`src/hdl/fdfp_pkg.sv`:
```
`default_nettype none
package fdfp_pkg;

  // Characters that steer the parser.
  localparam logic [7:0] OpenCh  = 8'h23;
  localparam logic [7:0] CloseCh = 8'h24;
  localparam logic [7:0] SplitCh = 8'h2D;
  localparam logic [7:0] PlusCh  = 8'h2B;
  localparam logic [7:0] ZeroCh  = 8'h30;
  localparam logic [7:0] SpaceCh = 8'h20;
  localparam logic [7:0] TabCh   = 8'h09;
  localparam logic [7:0] CrCh    = 8'h0D;
  localparam logic [3:0] DigitSpan = 4'd9;

  // Register indexes of the configuration port.
  localparam logic RegFieldTypes = 1'b0;
  localparam logic RegFieldCount = 1'b1;

  // Depth of the queue between the front and the back.
  localparam int unsigned QDepth = 2;

  // Field type codes of the schema.
  typedef enum logic [3:0] {
    FtU8   = 4'd0,
    FtU16  = 4'd1,
    FtU32  = 4'd2,
    FtI8   = 4'd3,
    FtI16  = 4'd4,
    FtI32  = 4'd5,
    FtBool = 4'd6
  } field_type_e;

  // Configuration registers as the front sees them.
  typedef struct packed {
    logic [31:0] field_types;
    logic [3:0]  field_count;
  } cfg_t;

  // One finished token, handed from the front to the back.
  typedef struct packed {
    logic [2:0]  number;
    logic [31:0] acc;
    logic        ovf;
    logic [3:0]  ftype;
    logic        zero_tok;
    logic        counted;
    logic        closing;
  } tok_rec_t;

endpackage
`default_nettype wire

```
`src/hdl/framed_decimal_field_parser_core.sv`:
```
// Framed decimal field parser.
// Input channel: one text byte per beat on byte_in_i, taken when push is high
// and full is low. Result channel: while empty is low, the oldest result sits
// on field_number_o, field_value_o, field_present_o and frame_end_o; it is
// taken when pop is high. Bytes outside a frame other than '#' give no result.
// Each nonempty token of the schema gives one result at its '-' or '$'; the
// closing '$' always gives one result, marked frame_end_o.
// Throughput is one byte per cycle while full is low: the front converts a
// digit per cycle with a multiply-by-ten and add. A result enters the token
// queue when its separator byte is taken, then the output register once it
// is empty or being popped. If the receiver stalls, results wait in the
// output register and the two-beat token queue; full rises only once the
// queue is full, and bytes are then held back. Reset clears the frame state,
// empties the queue and output, and sets field_types to 0 and field_count to
// 8. The user must write configuration through cfg_we_i, cfg_index_i and
// cfg_data_i only while the block is idle; the block does not enforce it.
`default_nettype none
module framed_decimal_field_parser_core import fdfp_pkg::*; #(
  parameter int unsigned MAX_FIELDS = 8
) (
  input  wire logic        clk_i,
  input  wire logic        rst_ni,
  input  wire logic        cfg_we_i,
  input  wire logic        cfg_index_i,
  input  wire logic [31:0] cfg_data_i,
  input  wire logic        push,
  output logic             full,
  input  wire logic [7:0]  byte_in_i,
  input  wire logic        pop,
  output logic             empty,
  output logic [2:0]       field_number_o,
  output logic [31:0]      field_value_o,
  output logic             field_present_o,
  output logic             frame_end_o
);

  cfg_t     cfg_q;
  tok_rec_t front_rec, queue_rec;
  logic     front_push, queue_valid, back_take, take;

  // Configuration registers.
  always_ff @(posedge clk_i or negedge rst_ni) begin
    if (!rst_ni) begin
      cfg_q.field_types <= 32'd0;
      cfg_q.field_count <= 4'd8;
    end else if (cfg_we_i) begin
      unique case (cfg_index_i)
        RegFieldTypes: cfg_q.field_types <= cfg_data_i;
        RegFieldCount: cfg_q.field_count <= cfg_data_i[3:0];
        default:       cfg_q <= cfg_q;
      endcase
    end
  end

  // A pushed byte is taken whenever the queue has room for the token it may finish.
  assign take = push && !full;

  fdfp_front #(
    .MAX_FIELDS (MAX_FIELDS)
  ) u_front (
    .clk_i      (clk_i),
    .rst_ni     (rst_ni),
    .cfg_i      (cfg_q),
    .take_i     (take),
    .byte_in_i  (byte_in_i),
    .rec_push_o (front_push),
    .rec_o      (front_rec)
  );

  fdfp_queue u_queue (
    .clk_i     (clk_i),
    .rst_ni    (rst_ni),
    .wr_i      (front_push),
    .wr_data_i (front_rec),
    .full_o    (full),
    .rd_i      (back_take),
    .valid_o   (queue_valid),
    .rd_data_o (queue_rec)
  );

  fdfp_back u_back (
    .clk_i           (clk_i),
    .rst_ni          (rst_ni),
    .rec_valid_i     (queue_valid),
    .rec_i           (queue_rec),
    .rec_take_o      (back_take),
    .pop_i           (pop),
    .empty_o         (empty),
    .field_number_o  (field_number_o),
    .field_value_o   (field_value_o),
    .field_present_o (field_present_o),
    .frame_end_o     (frame_end_o)
  );

endmodule
`default_nettype wire

```
`src/hdl/fdfp_front.sv`:
```
`default_nettype none
module fdfp_front import fdfp_pkg::*; #(
  parameter int unsigned MAX_FIELDS = 8
) (
  input  wire logic     clk_i,
  input  wire logic     rst_ni,
  input  wire cfg_t     cfg_i,
  input  wire logic     take_i,
  input  wire logic [7:0] byte_in_i,
  output logic          rec_push_o,
  output tok_rec_t      rec_o
);

  localparam logic [3:0] MaxFieldsC = 4'(MAX_FIELDS);

  localparam logic [1:0] PhBlank = 2'd0;
  localparam logic [1:0] PhSign  = 2'd1;
  localparam logic [1:0] PhDigit = 2'd2;
  localparam logic [1:0] PhDone  = 2'd3;

  logic        in_frame_q, in_frame_d;
  logic [3:0]  cnt_q, cnt_d;
  logic [31:0] acc_q, acc_d;
  logic        ovf_q, ovf_d;
  logic [1:0]  phase_q, phase_d;
  logic [1:0]  len_q, len_d;
  logic        fz_q, fz_d;

  logic        is_digit, is_blank, is_sep, closing, in_schema;
  logic [3:0]  limit;
  logic [7:0]  dig_off;
  logic [35:0] prod;

  assign dig_off  = byte_in_i - ZeroCh;
  assign is_digit = (byte_in_i >= ZeroCh) && (dig_off <= {4'd0, DigitSpan});
  assign is_blank = (byte_in_i == SpaceCh) || ((byte_in_i >= TabCh) && (byte_in_i <= CrCh));
  assign closing  = (byte_in_i == CloseCh);
  assign is_sep   = closing || (byte_in_i == SplitCh);
  assign limit    = (cfg_i.field_count > MaxFieldsC) ? MaxFieldsC : cfg_i.field_count;
  assign in_schema = (len_q != 2'd0) && (cnt_q < limit);

  // Times ten as two shifted copies, plus the digit.
  assign prod = {1'b0, acc_q, 3'b000} + {3'b000, acc_q, 1'b0} + {32'd0, dig_off[3:0]};

  always_comb begin
    in_frame_d = in_frame_q;
    cnt_d      = cnt_q;
    acc_d      = acc_q;
    ovf_d      = ovf_q;
    phase_d    = phase_q;
    len_d      = len_q;
    fz_d       = fz_q;
    rec_push_o = 1'b0;

    rec_o.number   = cnt_q[2:0];
    rec_o.acc      = acc_q;
    rec_o.ovf      = ovf_q;
    rec_o.ftype    = cfg_i.field_types[cnt_q[2:0]*4 +: 4];
    rec_o.zero_tok = (len_q == 2'd1) && fz_q;
    rec_o.counted  = in_schema;
    rec_o.closing  = closing;

    if (take_i) begin
      if (!in_frame_q) begin
        if (byte_in_i == OpenCh) begin
          in_frame_d = 1'b1;
          cnt_d      = 4'd0;
          acc_d      = 32'd0;
          ovf_d      = 1'b0;
          phase_d    = PhBlank;
          len_d      = 2'd0;
          fz_d       = 1'b0;
        end
      end else if (is_sep) begin
        rec_push_o = in_schema || closing;
        if (in_schema) begin
          cnt_d = cnt_q + 4'd1;
        end
        if (closing) begin
          in_frame_d = 1'b0;
        end
        acc_d   = 32'd0;
        ovf_d   = 1'b0;
        phase_d = PhBlank;
        len_d   = 2'd0;
        fz_d    = 1'b0;
      end else begin
        if (len_q == 2'd0) begin
          fz_d = (byte_in_i == ZeroCh);
        end
        if (len_q != 2'd3) begin
          len_d = len_q + 2'd1;
        end
        if (phase_q != PhDone) begin
          if (is_digit) begin
            if (!ovf_q) begin
              if (prod[35:32] != 4'd0) begin
                ovf_d = 1'b1;
                acc_d = '1;
              end else begin
                acc_d = prod[31:0];
              end
            end
            phase_d = PhDigit;
          end else if ((phase_q == PhBlank) && is_blank) begin
            phase_d = PhBlank;
          end else if ((phase_q == PhBlank) && (byte_in_i == PlusCh)) begin
            phase_d = PhSign;
          end else begin
            phase_d = PhDone;
          end
        end
      end
    end
  end

  always_ff @(posedge clk_i or negedge rst_ni) begin
    if (!rst_ni) begin
      in_frame_q <= 1'b0;
      cnt_q      <= 4'd0;
      acc_q      <= 32'd0;
      ovf_q      <= 1'b0;
      phase_q    <= PhBlank;
      len_q      <= 2'd0;
      fz_q       <= 1'b0;
    end else begin
      in_frame_q <= in_frame_d;
      cnt_q      <= cnt_d;
      acc_q      <= acc_d;
      ovf_q      <= ovf_d;
      phase_q    <= phase_d;
      len_q      <= len_d;
      fz_q       <= fz_d;
    end
  end

endmodule
`default_nettype wire

```
`src/hdl/fdfp_queue.sv`:
```
`default_nettype none
module fdfp_queue import fdfp_pkg::*; (
  input  wire logic     clk_i,
  input  wire logic     rst_ni,
  input  wire logic     wr_i,
  input  wire tok_rec_t wr_data_i,
  output logic          full_o,
  input  wire logic     rd_i,
  output logic          valid_o,
  output tok_rec_t      rd_data_o
);

  localparam int unsigned PtrW = (QDepth > 1) ? $clog2(QDepth) : 1;
  localparam int unsigned CntW = $clog2(QDepth + 1);
  localparam logic [CntW-1:0] DepthC = CntW'(QDepth);
  localparam logic [PtrW-1:0] LastC  = PtrW'(QDepth - 1);

  tok_rec_t          mem_q [QDepth];
  logic [PtrW-1:0]   wp_q, rp_q;
  logic [CntW-1:0]   cnt_q;
  logic              do_wr, do_rd;

  assign full_o    = (cnt_q == DepthC);
  assign valid_o   = (cnt_q != '0);
  assign rd_data_o = mem_q[rp_q];
  assign do_wr     = wr_i && !full_o;
  assign do_rd     = rd_i && valid_o;

  always_ff @(posedge clk_i) begin
    if (do_wr) begin
      mem_q[wp_q] <= wr_data_i;
    end
  end

  always_ff @(posedge clk_i or negedge rst_ni) begin
    if (!rst_ni) begin
      wp_q  <= '0;
      rp_q  <= '0;
      cnt_q <= '0;
    end else begin
      if (do_wr) begin
        wp_q <= (wp_q == LastC) ? '0 : wp_q + PtrW'(1);
      end
      if (do_rd) begin
        rp_q <= (rp_q == LastC) ? '0 : rp_q + PtrW'(1);
      end
      if (do_wr && !do_rd) begin
        cnt_q <= cnt_q + CntW'(1);
      end else if (do_rd && !do_wr) begin
        cnt_q <= cnt_q - CntW'(1);
      end
    end
  end

endmodule
`default_nettype wire

```
`src/hdl/fdfp_back.sv`:
```
`default_nettype none
module fdfp_back import fdfp_pkg::*; (
  input  wire logic     clk_i,
  input  wire logic     rst_ni,
  input  wire logic     rec_valid_i,
  input  wire tok_rec_t rec_i,
  output logic          rec_take_o,
  input  wire logic     pop_i,
  output logic          empty_o,
  output logic [2:0]    field_number_o,
  output logic [31:0]   field_value_o,
  output logic          field_present_o,
  output logic          frame_end_o
);

  logic        out_valid_q;
  logic [2:0]  num_q;
  logic [31:0] val_q, val_d;
  logic        pres_q, pres_d;
  logic        end_q;
  logic [31:0] u_val, s_val;

  assign empty_o    = !out_valid_q;
  assign rec_take_o = rec_valid_i && (!out_valid_q || pop_i);

  assign u_val = rec_i.ovf ? 32'hFFFF_FFFF : rec_i.acc;
  assign s_val = (rec_i.ovf || rec_i.acc[31]) ? 32'h7FFF_FFFF : rec_i.acc;

  always_comb begin
    val_d  = 32'd0;
    pres_d = 1'b0;
    if (rec_i.counted) begin
      pres_d = 1'b1;
      unique case (rec_i.ftype)
        FtU8:    val_d = {24'd0, u_val[7:0]};
        FtU16:   val_d = {16'd0, u_val[15:0]};
        FtU32:   val_d = u_val;
        FtI8:    val_d = {{24{s_val[7]}}, s_val[7:0]};
        FtI16:   val_d = {{16{s_val[15]}}, s_val[15:0]};
        FtI32:   val_d = s_val;
        FtBool:  val_d = {31'd0, !rec_i.zero_tok};
        default: begin
          val_d  = 32'd0;
          pres_d = 1'b0;
        end
      endcase
    end
  end

  always_ff @(posedge clk_i or negedge rst_ni) begin
    if (!rst_ni) begin
      out_valid_q <= 1'b0;
    end else if (rec_take_o) begin
      out_valid_q <= 1'b1;
    end else if (pop_i) begin
      out_valid_q <= 1'b0;
    end
  end

  always_ff @(posedge clk_i) begin
    if (rec_take_o) begin
      num_q  <= rec_i.number;
      val_q  <= val_d;
      pres_q <= pres_d;
      end_q  <= rec_i.closing;
    end
  end

  assign field_number_o  = num_q;
  assign field_value_o   = val_q;
  assign field_present_o = pres_q;
  assign frame_end_o     = end_q;

endmodule
`default_nettype wire
```
`config.mk`:
```
export PLATFORM = sky130hd
export DESIGN_NAME = framed_decimal_field_parser_core
export DESIGN_NICKNAME = d
export VERILOG_FILES = /design/src/hdl/fdfp_pkg.sv /design/src/hdl/framed_decimal_field_parser_core.sv /design/src/hdl/fdfp_front.sv /design/src/hdl/fdfp_queue.sv /design/src/hdl/fdfp_back.sv
export SDC_FILE = /design/constraint.sdc
export NUM_CORES = 1
export LEC_CHECK = 0
export CORE_MARGIN = 8
export CORE_UTILIZATION = 48
export CTS_BUF_LIST = sky130_fd_sc_hd__clkbuf_4 sky130_fd_sc_hd__clkbuf_8 sky130_fd_sc_hd__clkbuf_16
export DETAILED_ROUTE_END_ITERATION = 6
export DONT_BUFFER_PORTS = 1
export GPL_TIMING_DRIVEN = 0
export HOLD_SLACK_MARGIN = 0.1
export MAX_ROUTING_LAYER = met4
export PLACE_DENSITY_LB_ADDON = 0.2
export SETUP_SLACK_MARGIN = 0.02
export SKIP_LAST_GASP = 1
export SLEW_MARGIN = 20
export SYNTH_ARGS = -nofsm -noshare
export SYNTH_HDL_FRONTEND = slang
export SYNTH_SLANG_ARGS = --single-unit
```
`constraint.sdc`:
```
create_clock -name clk_i -period 4.05 [get_ports clk_i]
set_input_delay 1.215 -clock clk_i [delete_from_list [all_inputs] [get_ports clk_i]]
set_output_delay 1.215 -clock clk_i [all_outputs]
set_load 0.1 [all_outputs]
```
Word level (Yosys, flattened, before mapping)
Memory sizes are Yosys's and may differ from the RTL's. Index checks and enable logic that the tools add are counted.

Register bits after elaboration: 121. Memory bits (writable): 86. Output and inout bits: 39. Word-level logic and storage cells: 149. Memories: 1.

Memories: u_queue.mem_q (words 2, width 43, read ports 1, clocked after Yosys merged registers in 0, wr ports 1, line fdfp_queue.sv:18) `tok_rec_t mem_q [QDepth];`.

Add/subtract/negate cells: 9. $lt $le $gt $ge: 6. Equality and inequality tests: 23. Shift-type cells: 1. Multiplexer cells: 51. Bitwise logic cells: 1. Reduce and logical (&&, ||, !) cells: 40.

Operators by type and width (number): $mux W32 (9); $pmux W32 S7 (1); $eq A8 B6 Y1 const B (6); $add A35 B33 Y36 (1); $add A36 B4 Y36 (1); $shiftx A32 B6 Y4 (1); $mux W1 (24); $mux W2 (12); $mux W4 (5); $le A8 B4 Y1 const B (2); $ne A3 B3 Y1 const B (5); $eq A4 B3 Y1 const B (3); $logic_and A1 B1 Y1 (12); $reduce_bool A2 Y1 (5); $reduce_and A3 Y1 (3); $eq A4 B2 Y1 const B (2); $ge A8 B4 Y1 const B (1); $ge A8 B6 Y1 const B (1); $ne A2 B2 Y1 const B (4); $reduce_and A4 Y1 (2); $sub A8 B6 Y8 const B (1); $reduce_or A7 Y1 (1); $logic_not A1 Y1 (5); $logic_or A1 B1 Y1 (5); other kinds (15) (19).

Logic depth before layout (Yosys ltp)
Gate-level depths: netlist of the first run.

Depth in word-level cells: 13. Mapped depth: 13.

Modules after synthesis
A second synthesis of the first run with hierarchy kept.

Cells, all modules: 941. Area, all modules: 11833.8 sq um.

Modules (own cells, without submodules): fdfp_front (instances 1, cells an instance 563, area an instance 4992.3 sq um, seq. area each 1076.0 sq um); fdfp_queue (instances 1, cells an instance 153, area an instance 3504.6 sq um, seq. area each 2682.6 sq um); fdfp_back (instances 1, cells an instance 146, area an instance 1821.7 sq um, seq. area each 1136.1 sq um); framed_decimal_field_parser_core (instances 1, cells an instance 79, area an instance 1515.2 sq um, seq. area each 902.1 sq um).

Least setup slack after synthesis of the first run
Ideal clock, no wire load.

Kind: input-to-reg. Start: input port byte_in_i[4]. End: memory u_queue.mem_q[0][0] (netlist bit) (enable). Arrival: 4038 ps. Required time: 3601 ps. Path slack: -436 ps. Stages on the path: 5. Buffers on the path: 0. Cell sequence: nor4b_1 -> nand3b_1 -> nor2_1 -> and3_1 -> nor2b_1.

Cells in the longest elaborated chain, start to end: 8. Elaborated cells on any way between the ends: 10. Classes of those cells: eq/ne: 2; mux: 5; reduce/logical: 3.

Ends and longest elaborated chain: from (decl) (line framed_decimal_field_parser_core.sv:28) `input wire logic [7:0] byte_in_i,`; $eq A8 B6 Y1 (on tied branches) (line fdfp_front.sv:37, fdfp_front.sv:38); $logic_or A1 B1 Y1 (on tied branches) (line fdfp_front.sv:75, fdfp_front.sv:38); $mux W1 * (line fdfp_front.sv:74) `end else if (is_sep) begin`; $mux W1 * (line fdfp_front.sv:64) `if (!in_frame_q) begin`; $mux W1 * (line fdfp_front.sv:63) `if (take_i) begin`; $logic_and A1 B1 Y1 * (line fdfp_queue.sv:26) `assign do_wr = wr_i && !full_o;`; named net u_queue.do_wr (line fdfp_queue.sv:21) `logic do_wr, do_rd;`; $mux W1 * (line fdfp_queue.sv:30) `if (do_wr) begin`; $mux W1 (implied by the code) * (line fdfp_queue.sv:31) `mem_q[wp_q] <= wr_data_i;`; to (decl) (line fdfp_queue.sv:18).

Mark *: on every way through the listed nets, which the timed path passes. The rest lies on a longest branch.

Worst setup path in the final report of the first run
Start: input port byte_in_i[3]. End: register u_front.acc_q[22].

Cells in the longest elaborated chain, start to end: 9. Elaborated cells on any way between the ends: 21. Classes of those cells: add/sub: 2; order compare: 2; eq/ne: 6; mux: 6; reduce/logical: 5.

Ends and longest elaborated chain: $sub A8 B6 Y8 (line fdfp_front.sv:34) `assign dig_off = byte_in_i - ZeroCh;`; $add A36 B4 Y36 (line fdfp_front.sv:43) `assign prod = {1'b0, acc_q, 3'b000} + {3'b000, acc_q, 1'b0} + {32'd0, dig_off[3:0]};`; $reduce_bool A4 Y1 (line fdfp_front.sv:97) `if (prod[35:32] != 4'd0) begin`; $mux W32 (line fdfp_front.sv:97); $mux W32 (line fdfp_front.sv:96) `if (!ovf_q) begin`; $mux W32 (line fdfp_front.sv:95) `if (is_digit) begin`; $mux W32 (line fdfp_front.sv:94) `if (phase_q != PhDone) begin`; $mux W32 (line fdfp_front.sv:74); $mux W32 (line fdfp_front.sv:64); to (signal assigned) (line fdfp_front.sv:121) `acc_q <= 32'd0;`; to (signal assigned) (line fdfp_front.sv:129) `acc_q <= acc_d;`; to (decl) (line fdfp_front.sv:23) `logic [31:0] acc_q, acc_d;`.

Several ways; a longest one is shown, not always the timed one. The select of a mux whose other input is x is not followed. A chain may end at the register's enable or synchronous reset.

==> results of run 1 <==
## kinds of logic after synthesis
family | count (synthesis) | synth area share (%)
adders and majority gates | 73 | 8.51
and+or+nand+nor | 145 | 6.51
DFF | 207 | 53.1
AOI/OAI and AO/OA | 281 | 15.8
xor gates and xnor gates | 38 | 3.05
muxes | 92 | 10.2
buffers and inverters | 74 | 2.81
## flip-flops by register name, summed over array words and instances, names as in the netlist, 2 cells and up
name,count
u_queue.mem_q,86
cfg_q,36
u_back.field_value_o,32
u_front.acc_q,32
u_front.cnt_q,4
u_back.field_number_o,3
u_front.len_q,2
u_front.phase_q,2
u_queue.cnt_q,2
## per-stage QoR
stage	setup TNS [ps]	power (mW)	instances
global placement	-50590	6.85	1195
floorplan	0	6.18	910
global route	0	9.49	1238
detailed placement	-13160	6.90	1197
CTS	0	9.00	1237
finish	0	8.99	1238
## per-layer routing
| layer | up-vias | GRT usage [%] | part of all wire (%) |
|---|---|---|---|
| li1 | 3508 | - | - |
| met1 | 3567 | 24.2 | 49 |
| met2 | 138 | 26.1 | 45 |
| met3 | 24 | 2.72 | 4.1 |
| met4 | 0 | 3.84 | 1.4 |
| met5 | - | - | 0 |
## final timing paths
| check | slack (ps) | cells after the start | end |
|---|---|---|---|
| worst min register to register | 480 | 2 | u_back.out_valid_q |
| min in group clk_i | 480 | 2 | u_back.out_valid_q |
| worst min-delay path | 400 | 0 | cfg_q[8] |
| max in group asynchronous | 3460 | 0 | u_front.acc_q[26] |
| worst max register to register | 410 | 11 | u_front.acc_q[22] |
| worst max-delay path | 170 | 11 | u_front.acc_q[22] |
## cell type report
cell class | count | area, um^2 | share of cell area (%)
Tap cell | 285 | 357 | 2.94
Timing Repair Buffer | 3 | 47.5 | 0.392
Clock buffer | 24 | 566 | 4.67
Buffer | 44 | 199 | 1.64
Inverter | 30 | 113 | 0.929
Sequential cell | 207 | 5800 | 47.8
Clock inverter | 16 | 201 | 1.66
Multi-Input combinational cell | 629 | 4840 | 39.9
## report_power, final
group / switching (mW) / internal, mW
clock network: 0.815 / 1.27
logic: 1.74 / 1.13
registers: 1.31 / 2.73
total: 3.86 / 5.13
## repair_timing
item,4_1_cts,5_1_grt
setup endpoints to repair,0,30
resized for setup,0,4
buffers inserted,0,1
## worst register-to-register path, cell delays in order, from the launching register on
cell	delay, ps
dfrtp_1	450
fa_1	510
ha_1	330
a211oi_2	250
o211ai_1	190
a211o_1	400
o21ai_1	350
a32o_1	200
o21ai_2	80
nor3_4	270
clkbuf_4	310
a31oi_1	120
## cells in the final DEF (no fill, tap or decap), types with 10 or more instances in the layout
| cell type | netlist | routed |
|---|---|---|
| edfxtp_1 | 123 | 123 |
| o21ai_0 | 88 | 88 |
| dfrtp_1 | 83 | 83 |
| mux2_2 | 74 | 74 |
| ha_1 | 71 | 71 |
| a21oi_1 | 68 | 67 |
| nand2_1 | 45 | 45 |
| a31oi_1 | 36 | 36 |
| nor2_1 | 36 | 35 |
| inv_1 | 29 | 28 |
| clkbuf_1 | 25 | 25 |
| xnor2_1 | 24 | 24 |
| clkbuf_16 | 0 | 22 |
| xor2_1 | 14 | 14 |
| a21o_1 | 13 | 13 |
| o21ai_1 | 11 | 11 |
| nand4_1 | 11 | 11 |
| mux2i_1 | 10 | 10 |
==> flow_metrics.env, run 1 <==
export IMPL_drt_iter0_drc=529
export IMPL_yosysUniqueCellTypes=67
export IMPL_final_core_util_pct=53.8
export IMPL_final_nets=1056
export IMPL_wl_per_cell_um=18.9
export IMPL_start_util_pct=48.5
export IMPL_syn_inst=910
export IMPL_n_fill_cell=1889
export IMPL_netlist_top_cells_area="edfxtp_1, dfrtp_1, ha_1"
export IMPL_rows=55
export IMPL_htreeDepth=1
export IMPL_crit_family="compound AO/OA/AOI/OAI gates"
export IMPL_worstMarginPinSlew_ps=1060
export IMPL_timing_final_crit_share_pct=95.9
export IMPL_hold_viol=0
export IMPL_required_ps=4390
export IMPL_synth_edf_count=123
export IMPL_grt_max_degree=85
export IMPL_ioPinCount=85
export IMPL_slew_viol_final=0
export IMPL_setup_viol=0
export IMPL_synth_most_common_cell="edfxtp_1"
export IMPL_pre_cts_ws_ps=-455
export IMPL_drt_wl_total_mm=23.4
export IMPL_synth_common_cells="edfxtp_1, o21ai_0, dfrtp_1, mux2_2, ha_1"
export IMPL_r2r_start="u_front.acc_q[0]"
export IMPL_die_width_um=167
export IMPL_synth_top_area_share_pct=33.9
export IMPL_dpl_cell_area_mm2=0.0113
export IMPL_powerDensity_mw_per_mm2=742
export IMPL_drive_gt1_share_pct=16.4
export IMPL_avgViaCountPerCell=5.85
export IMPL_path_cells="fa_1 > ha_1 > a211oi_2 > o211ai_1 > a211o_1 > o21ai_1 > a32o_1 > o21ai_2 > nor3_4 > clkbuf_4 > a31oi_1"
export IMPL_vdd_drop_max_mv=0.341
export IMPL_first_global_vias=7182
export IMPL_syn_nets=1029
export IMPL_hold_buffers=0
export IMPL_async_reset_ff_share_pct=40.6
export IMPL_grt_usage_pct=17.2
export IMPL_syn_avg_cell_area_um2=12.0
export IMPL_dr_pass1_iters=5
export IMPL_core_area_mm2=0.0225
export IMPL_crit_type="in2reg"
export IMPL_hpwl_mm=17.2
export IMPL_hold_path_class="in2async"
export IMPL_status="finished clean"
export IMPL_antenna_found_initial=0
export IMPL_die_h_um=167
export IMPL_postRouteAntennaNets=0
export IMPL_clkLatencyLatePin_ps=510
export IMPL_cts_clk_slew_worst_paths_ps=60
export IMPL_die_area_mm2=0.0278
export IMPL_fmax_mhz=258
export IMPL_cts_inserted_buffers=22
export IMPL_grt_overflow_total=0
export IMPL_path_buf_inv=1
export IMPL_synth_ff_type="edfxtp_1"
export IMPL_endpoint_kind="flop"
export IMPL_tritoncts="built"
export IMPL_leakagePower_nw=4.79
export IMPL_cp_arrival_ps=4220
export IMPL_gp_congestion=0.912
export IMPL_clkSinkCount=207
export IMPL_grt_pass1_wl_mm=38.6
export IMPL_synth_top_area_cell="edfxtp_1"
export IMPL_cts_max_path_buffers=3
export IMPL_max_stage_delay_ps=490
export IMPL_setup_slack_ps=168
export IMPL_ys_seq_area_share_pct=53.1
export IMPL_critPathLaunchType="input pin"
export IMPL_syn_area_mm2=0.0109
export IMPL_ys_ff_latch=207
export IMPL_maxCapViolCount=0
export IMPL_startpoint="byte_in_i[3]"
export IMPL_slew_headroom_pct=29.3
export IMPL_vias=7237
export IMPL_yosysWarnings=0
export IMPL_drc=0
export IMPL_rsz0062_at_grt="false"
export IMPL_n_antenna_cell=0
export IMPL_design_area_mm2=0.0121
export IMPL_synthToLayoutAreaGrowth_pct=11.1
export IMPL_timing_hold_ws_ps=396
export IMPL_fin_skew_ps=29.8
export IMPL_cts_root_buf="clkbuf_16"
export IMPL_io_buffers=0
export IMPL_worst_path_max_delay_cell="fa_1"
export IMPL_crit_path_max_fanout=10
export IMPL_min_period_ps=3880
Power figures use the tool's default switching activity.
==> inputs of run 2 (changes only) <==
PLACE_DENSITY = 0.62   (was not set)
PLACE_DENSITY_LB_ADDON = not set   (was 0.2)
==> run 2 against run 1 <==
Against the previous run: non-clock buffer count shrank 1; maximum frequency grew 0.61%; combinational power is essentially flat; highest routed layer unchanged.
==> flow_metrics.env, run 2 (same netlist as run 1, synthesis figures left out) <==
export IMPL_grt_usage_pct=17.5
export IMPL_final_nets=1055
export IMPL_leakagePower_nw=4.79
export IMPL_worst_path_max_delay_cell="fa_1"
export IMPL_rsz0062_at_grt="false"
export IMPL_hold_path_class="in2async"
export IMPL_largest_reg_flops=86
export IMPL_clkSinkCount=207
export IMPL_timing_final_crit_share_pct=95.3
export IMPL_cp_arrival_ps=4190
export IMPL_n_antenna_cell=0
export IMPL_setup_tns_final_ps=0
export IMPL_rows=55
export IMPL_die_area_mm2=0.0278
export IMPL_fmax_mhz=259
export IMPL_max_stage_delay_ps=490
export IMPL_powerDensity_mw_per_mm2=730
export IMPL_path_cells="fa_1 > ha_1 > a211oi_2 > o211ai_1 > a211o_1 > a31o_4 > a31oi_4 > o21ai_2 > nor3_4 > clkbuf_4 > a31oi_1"
export IMPL_crit_family="compound AO/OA/AOI/OAI gates"
export IMPL_die_h_um=167
export IMPL_cts_clk_slew_worst_paths_ps=60
export IMPL_hold_viol=0
export IMPL_drc=0
export IMPL_crit_path_max_fanout=10
export IMPL_worstMarginPinSlew_ps=1060
export IMPL_dr_pass1_iters=5
export IMPL_largestRegisters="u_queue.mem_q (86), cfg_q (36)"
export IMPL_hold_buffers=0
export IMPL_fin_skew_ps=21.3
export IMPL_tritoncts="built"
export IMPL_hpwl_mm=17.7
export IMPL_layout_common_cells="edfxtp_1, o21ai_0, dfrtp_1, mux2_2, ha_1"
export IMPL_mostFrequentLayoutCell="edfxtp_1"
export IMPL_multiInputGateArea_mm2=0.00484
export IMPL_vdd_drop_max_mv=0.373
export IMPL_clkLatencyLatePin_ps=510
export IMPL_core_area_mm2=0.0225
export IMPL_finalNonFillerCells=1237
export IMPL_crit_type="in2reg"
export IMPL_wl_per_cell_um=19.2
export IMPL_ioPinCount=85
export IMPL_first_global_vias=7147
export IMPL_regArea_mm2=0.00580
export IMPL_htreeDepth=1
export IMPL_endpoint_kind="flop"
export IMPL_start_util_pct=48.5
export IMPL_dp_cells=1197
export IMPL_post_cts_buffers=0
export IMPL_vias=7155
export IMPL_path_buf_inv=1
export IMPL_cts_inserted_buffers=22
export IMPL_synthToLayoutAreaGrowth_pct=10.6
export IMPL_cts_max_path_buffers=3
export IMPL_postRouteAntennaNets=0
export IMPL_drt_iter0_drc=540
export IMPL_slew_headroom_pct=29.1
export IMPL_gp_congestion=0.887
export IMPL_critPathLaunchType="input pin"
export IMPL_grt_overflow_total=0
export IMPL_min_period_ps=3860
export IMPL_n_fill_cell=1939
export IMPL_cts_resized=0
export IMPL_cts_root_buf="clkbuf_16"
export IMPL_status="finished clean"
export IMPL_die_width_um=167
export IMPL_drive_gt1_share_pct=16.7
export IMPL_largest_register="u_queue.mem_q"
export IMPL_maxCapViolCount=0
export IMPL_slew_viol_final=0
export IMPL_io_buffers=0
export IMPL_grt_max_degree=85
export IMPL_required_ps=4380
export IMPL_drt_wl_total_mm=23.8
export IMPL_avgViaCountPerCell=5.78
export IMPL_setup_viol=0
export IMPL_antenna_found_initial=0
export IMPL_grt_pass1_wl_mm=38.9
==> run 2: cell count changes in the layout (fill, tap and decap cells not counted), sizes merged <==
cell / before / now
clkinv: 8 / 7
inv: 29 / 30
clkinvlp: 5 / 0
clkbuf: 51 / 60
bufinv: 4 / 0
buf: 20 / 19
==> run 2: layer usage <==
| layer | global-route usage [%] | wire length [um] | part of all wire (%) | vias to the layer above |
|---|---|---|---|---|
| li1 | - | - | - | 3509 |
| met1 | 24.2 | 11600 | 49 | 3493 |
| met2 | 26.8 | 10900 | 46 | 125 |
| met3 | 2.46 | 929 | 3.9 | 28 |
| met4 | 4.35 | 382 | 1.6 | 0 |
| met5 | - | 0 | 0 | - |
==> run 2: through the flow <==
step                instance area, um^2  util (%)  hold WS [ps]  power (mW)  setup slack (ps)
global placement                  11300      50.1           457        6.86              -554
floorplan                         10900         -           452        6.18              48.8
detailed placement                11300      50.4           492        6.91              -486
finish                            12100      53.6           396        8.81               191
CTS                               12000      53.5           376        8.84              29.0
global route                      12100      53.6           368        9.32              33.4
==> run 2: worst paths after layout <==
| check | startpoint | endpoint | slack [ps] | cells past startpoint |
|---|---|---|---|---|
| max reg2reg | u_front.acc_q[0] | u_front.acc_q[22] | 410 | 11 |
| max in group asynchronous | rst_ni | cfg_q[3] | 3440 | 0 |
| min reg2reg | u_queue.cnt_q[1] | u_back.out_valid_q | 500 | 2 |
| min in group clk_i | u_queue.cnt_q[1] | u_back.out_valid_q | 500 | 2 |
| min | rst_ni | cfg_q[16] | 400 | 0 |
| max | byte_in_i[3] | u_front.acc_q[22] | 190 | 11 |
==> run 2: area by class of cell <==
class / count / share of cell area, %
Inverter: 30 / 0.934
Sequential cell: 207 / 48.1
Tap cell: 285 / 2.96
Timing Repair Buffer: 2 / 0.394
Buffer: 44 / 1.65
Clock inverter: 7 / 0.415
Clock buffer: 33 / 5.45
Multi-Input combinational cell: 629 / 40.1
==> run 2: power breakdown <==
group | internal [mW] | switching, mW
registers | 2.73 | 1.30
clock network | 1.13 | 0.791
logic | 1.12 | 1.73
total | 4.98 | 3.83
==> inputs of run 3 (changes only) <==
--- a/config.mk
+++ b/config.mk
@@ -7,2 +7,3 @@
 export LEC_CHECK = 0
+export CAP_MARGIN = 20
 export CORE_MARGIN = 8
==> constraint.sdc (replaced) <==
create_clock -name clk_i -period 4.05 [get_ports clk_i]
set_input_delay 0.81 -clock clk_i [delete_from_list [all_inputs] [get_ports clk_i]]
set_output_delay 0.81 -clock clk_i [all_outputs]
set_load 0.1 [all_outputs]
==> run 3 against run 2 <==
Against the previous run: clock power fell by 4%; global-route usage fell by 0.051 points; hold slack got worse by 240 ps; setup slack improved by 1.7 ps; final area fell by 0.31%; first-iteration DRC count fell by 15%.
==> flow_metrics.env, run 3 (same netlist as run 1, synthesis figures left out) <==
export IMPL_status="finished clean"
export IMPL_rows=55
export IMPL_die_width_um=167
export IMPL_antenna_found_initial=0
export IMPL_avgViaCountPerCell=5.74
export IMPL_clkLatencyLatePin_ps=500
export IMPL_setup_viol=0
export IMPL_htreeDepth=1
export IMPL_worstMarginPinSlew_ps=1060
export IMPL_grt_pass1_wl_mm=38.8
export IMPL_synthToLayoutAreaGrowth_pct=10.2
export IMPL_endpoint_kind="flop"
export IMPL_timing_hold_ws_ps=154
export IMPL_dpl_cell_area_mm2=0.0113
export IMPL_crit_path_max_fanout=10
export IMPL_rsz0062_at_grt="false"
export IMPL_fmax_mhz=259
export IMPL_path_cells="fa_1 > inv_1 > fa_1 > nand2b_1 > a21oi_2 > o21ai_1 > a21oi_1 > a21oi_1 > mux2i_1 > nor3_4 > buf_2 > a31oi_1"
export IMPL_io_buffers=0
export IMPL_drt_iter0_drc=458
export IMPL_first_global_vias=7116
export IMPL_min_period_ps=3860
export IMPL_grt_usage_pct=17.4
export IMPL_hold_path_class="in2async"
export IMPL_die_h_um=167
export IMPL_largestRegisters="u_queue.mem_q (86), cfg_q (36)"
export IMPL_core_area_mm2=0.0225
export IMPL_n_antenna_cell=0
export IMPL_pre_cts_ws_ps=-209
export IMPL_wl_per_cell_um=19.1
export IMPL_ioPinCount=85
export IMPL_maxCapViolCount=0
export IMPL_vdd_drop_max_mv=0.327
export IMPL_layout_common_cells="edfxtp_1, o21ai_0, dfrtp_1, mux2_2, ha_1"
export IMPL_powerDensity_mw_per_mm2=727
export IMPL_critPathLaunchType="flop"
export IMPL_timing_final_crit_share_pct=95.2
export IMPL_worst_path_max_delay_cell="fa_1"
export IMPL_grt_overflow_total=0
export IMPL_postRouteAntennaNets=0
export IMPL_cts_inserted_buffers=21
export IMPL_hpwl_mm=17.5
export IMPL_mostFrequentLayoutCell="edfxtp_1"
export IMPL_slew_viol_final=0
export IMPL_crit_type="reg2reg"
export IMPL_cts_max_path_buffers=3
export IMPL_slew_headroom_pct=29.4
export IMPL_die_area_mm2=0.0278
export IMPL_design_area_mm2=0.0120
export IMPL_grt_max_degree=84
export IMPL_start_util_pct=48.5
export IMPL_drt_wl_total_mm=23.7
export IMPL_required_ps=4390
export IMPL_final_nets=1055
export IMPL_cp_arrival_ps=4200
export IMPL_cts_clk_slew_worst_paths_ps=60
export IMPL_drc=0
export IMPL_hold_viol=0
export IMPL_largest_reg_flops=86
export IMPL_clkSinkCount=207
export IMPL_leakagePower_nw=4.76
export IMPL_largest_register="u_queue.mem_q"
export IMPL_cts_root_buf="clkbuf_16"
export IMPL_fin_skew_ps=11.1
export IMPL_setup_slack_ps=193
export IMPL_tritoncts="built"
export IMPL_max_stage_delay_ps=580
export IMPL_dr_pass1_iters=5
export IMPL_drive_gt1_share_pct=15.9
export IMPL_setup_tns_final_ps=0
export IMPL_vias=7094
export IMPL_gp_congestion=0.861
## run 3: changes by cell type in the layout (fill, tap and decap cells not counted), moves of 2 or more
cell	before	now
clkbuf_16	23	21
buf_2	9	11
clkinv_1	1	4
clkbuf_4	11	2
## run 3: routing by layer
metal  GRT usage (%)  part of all wire [%]  vias to the layer above
met5               -                     0                        -
met4            3.68                   1.1                        0
met3            2.58                   4.0                       18
met2            26.4                    45                      135
met1            24.7                    50                     3432
li1                -                     -                     3509
## run 3: repair_timing
item,CTS,global route
gates resized for setup,0,1
endpoints found under the setup margin,0,21
hold endpoints to repair,83,0
buffers inserted,0,0
hold buffers,1,0
## run 3: cell type report
cell class | instances | area (um^2)
fillers | 1923 | 10500
flip-flops and latches | 207 | 5800
multi-input cells | 629 | 4820
clock buffers | 25 | 568
well taps | 285 | 357
plain buffers | 44 | 194
inverters | 30 | 113
clock inverters | 13 | 96.3
repair buffers | 3 | 75.1
## run 3: worst paths after layout
kind                                   from            endpoint  slack (ps)  cells past startpoint
max                        u_front.acc_q[0]   u_front.acc_q[21]         190                     12
min                                  rst_ni            cfg_q[3]         150                      0
max reg2reg                u_front.acc_q[0]   u_front.acc_q[21]         190                     12
min reg2reg                u_queue.cnt_q[1]  u_back.out_valid_q         480                      2
max in group asynchronous            rst_ni   u_front.acc_q[20]        3470                      1
min in group clk_i           cfg_data_i[29]           cfg_q[33]         460                      1
## run 3: power breakdown
part | internal (mW) | switching, mW
clock network | 1.07 | 0.786
logic | 1.11 | 1.74
registers | 2.73 | 1.31
total | 4.90 | 3.83
## run 3: per-stage QoR
stage / power, mW / instances / util (%)
3_5_place_dp: 6.89 / 1197 / 50.3
5_1_grt: 9.26 / 1236 / 53.4
3_3_place_gp: 6.84 / 1195 / 50.1
6_report: 8.74 / 1236 / 53.4
2_1_floorplan: 6.17 / 910 / -
4_1_cts: 8.79 / 1236 / 53.4
## run 3: critical path: cells and delay by family, from the launching register on
family	cells	cell delay, ps
AO/OA/AOI/OAI	5	1040
adder cells (fa/ha/maj)	2	1030
AND/OR/NAND/NOR	2	550
flip-flops	1	470
buffers and inverters	2	390
multiplexers	1	220
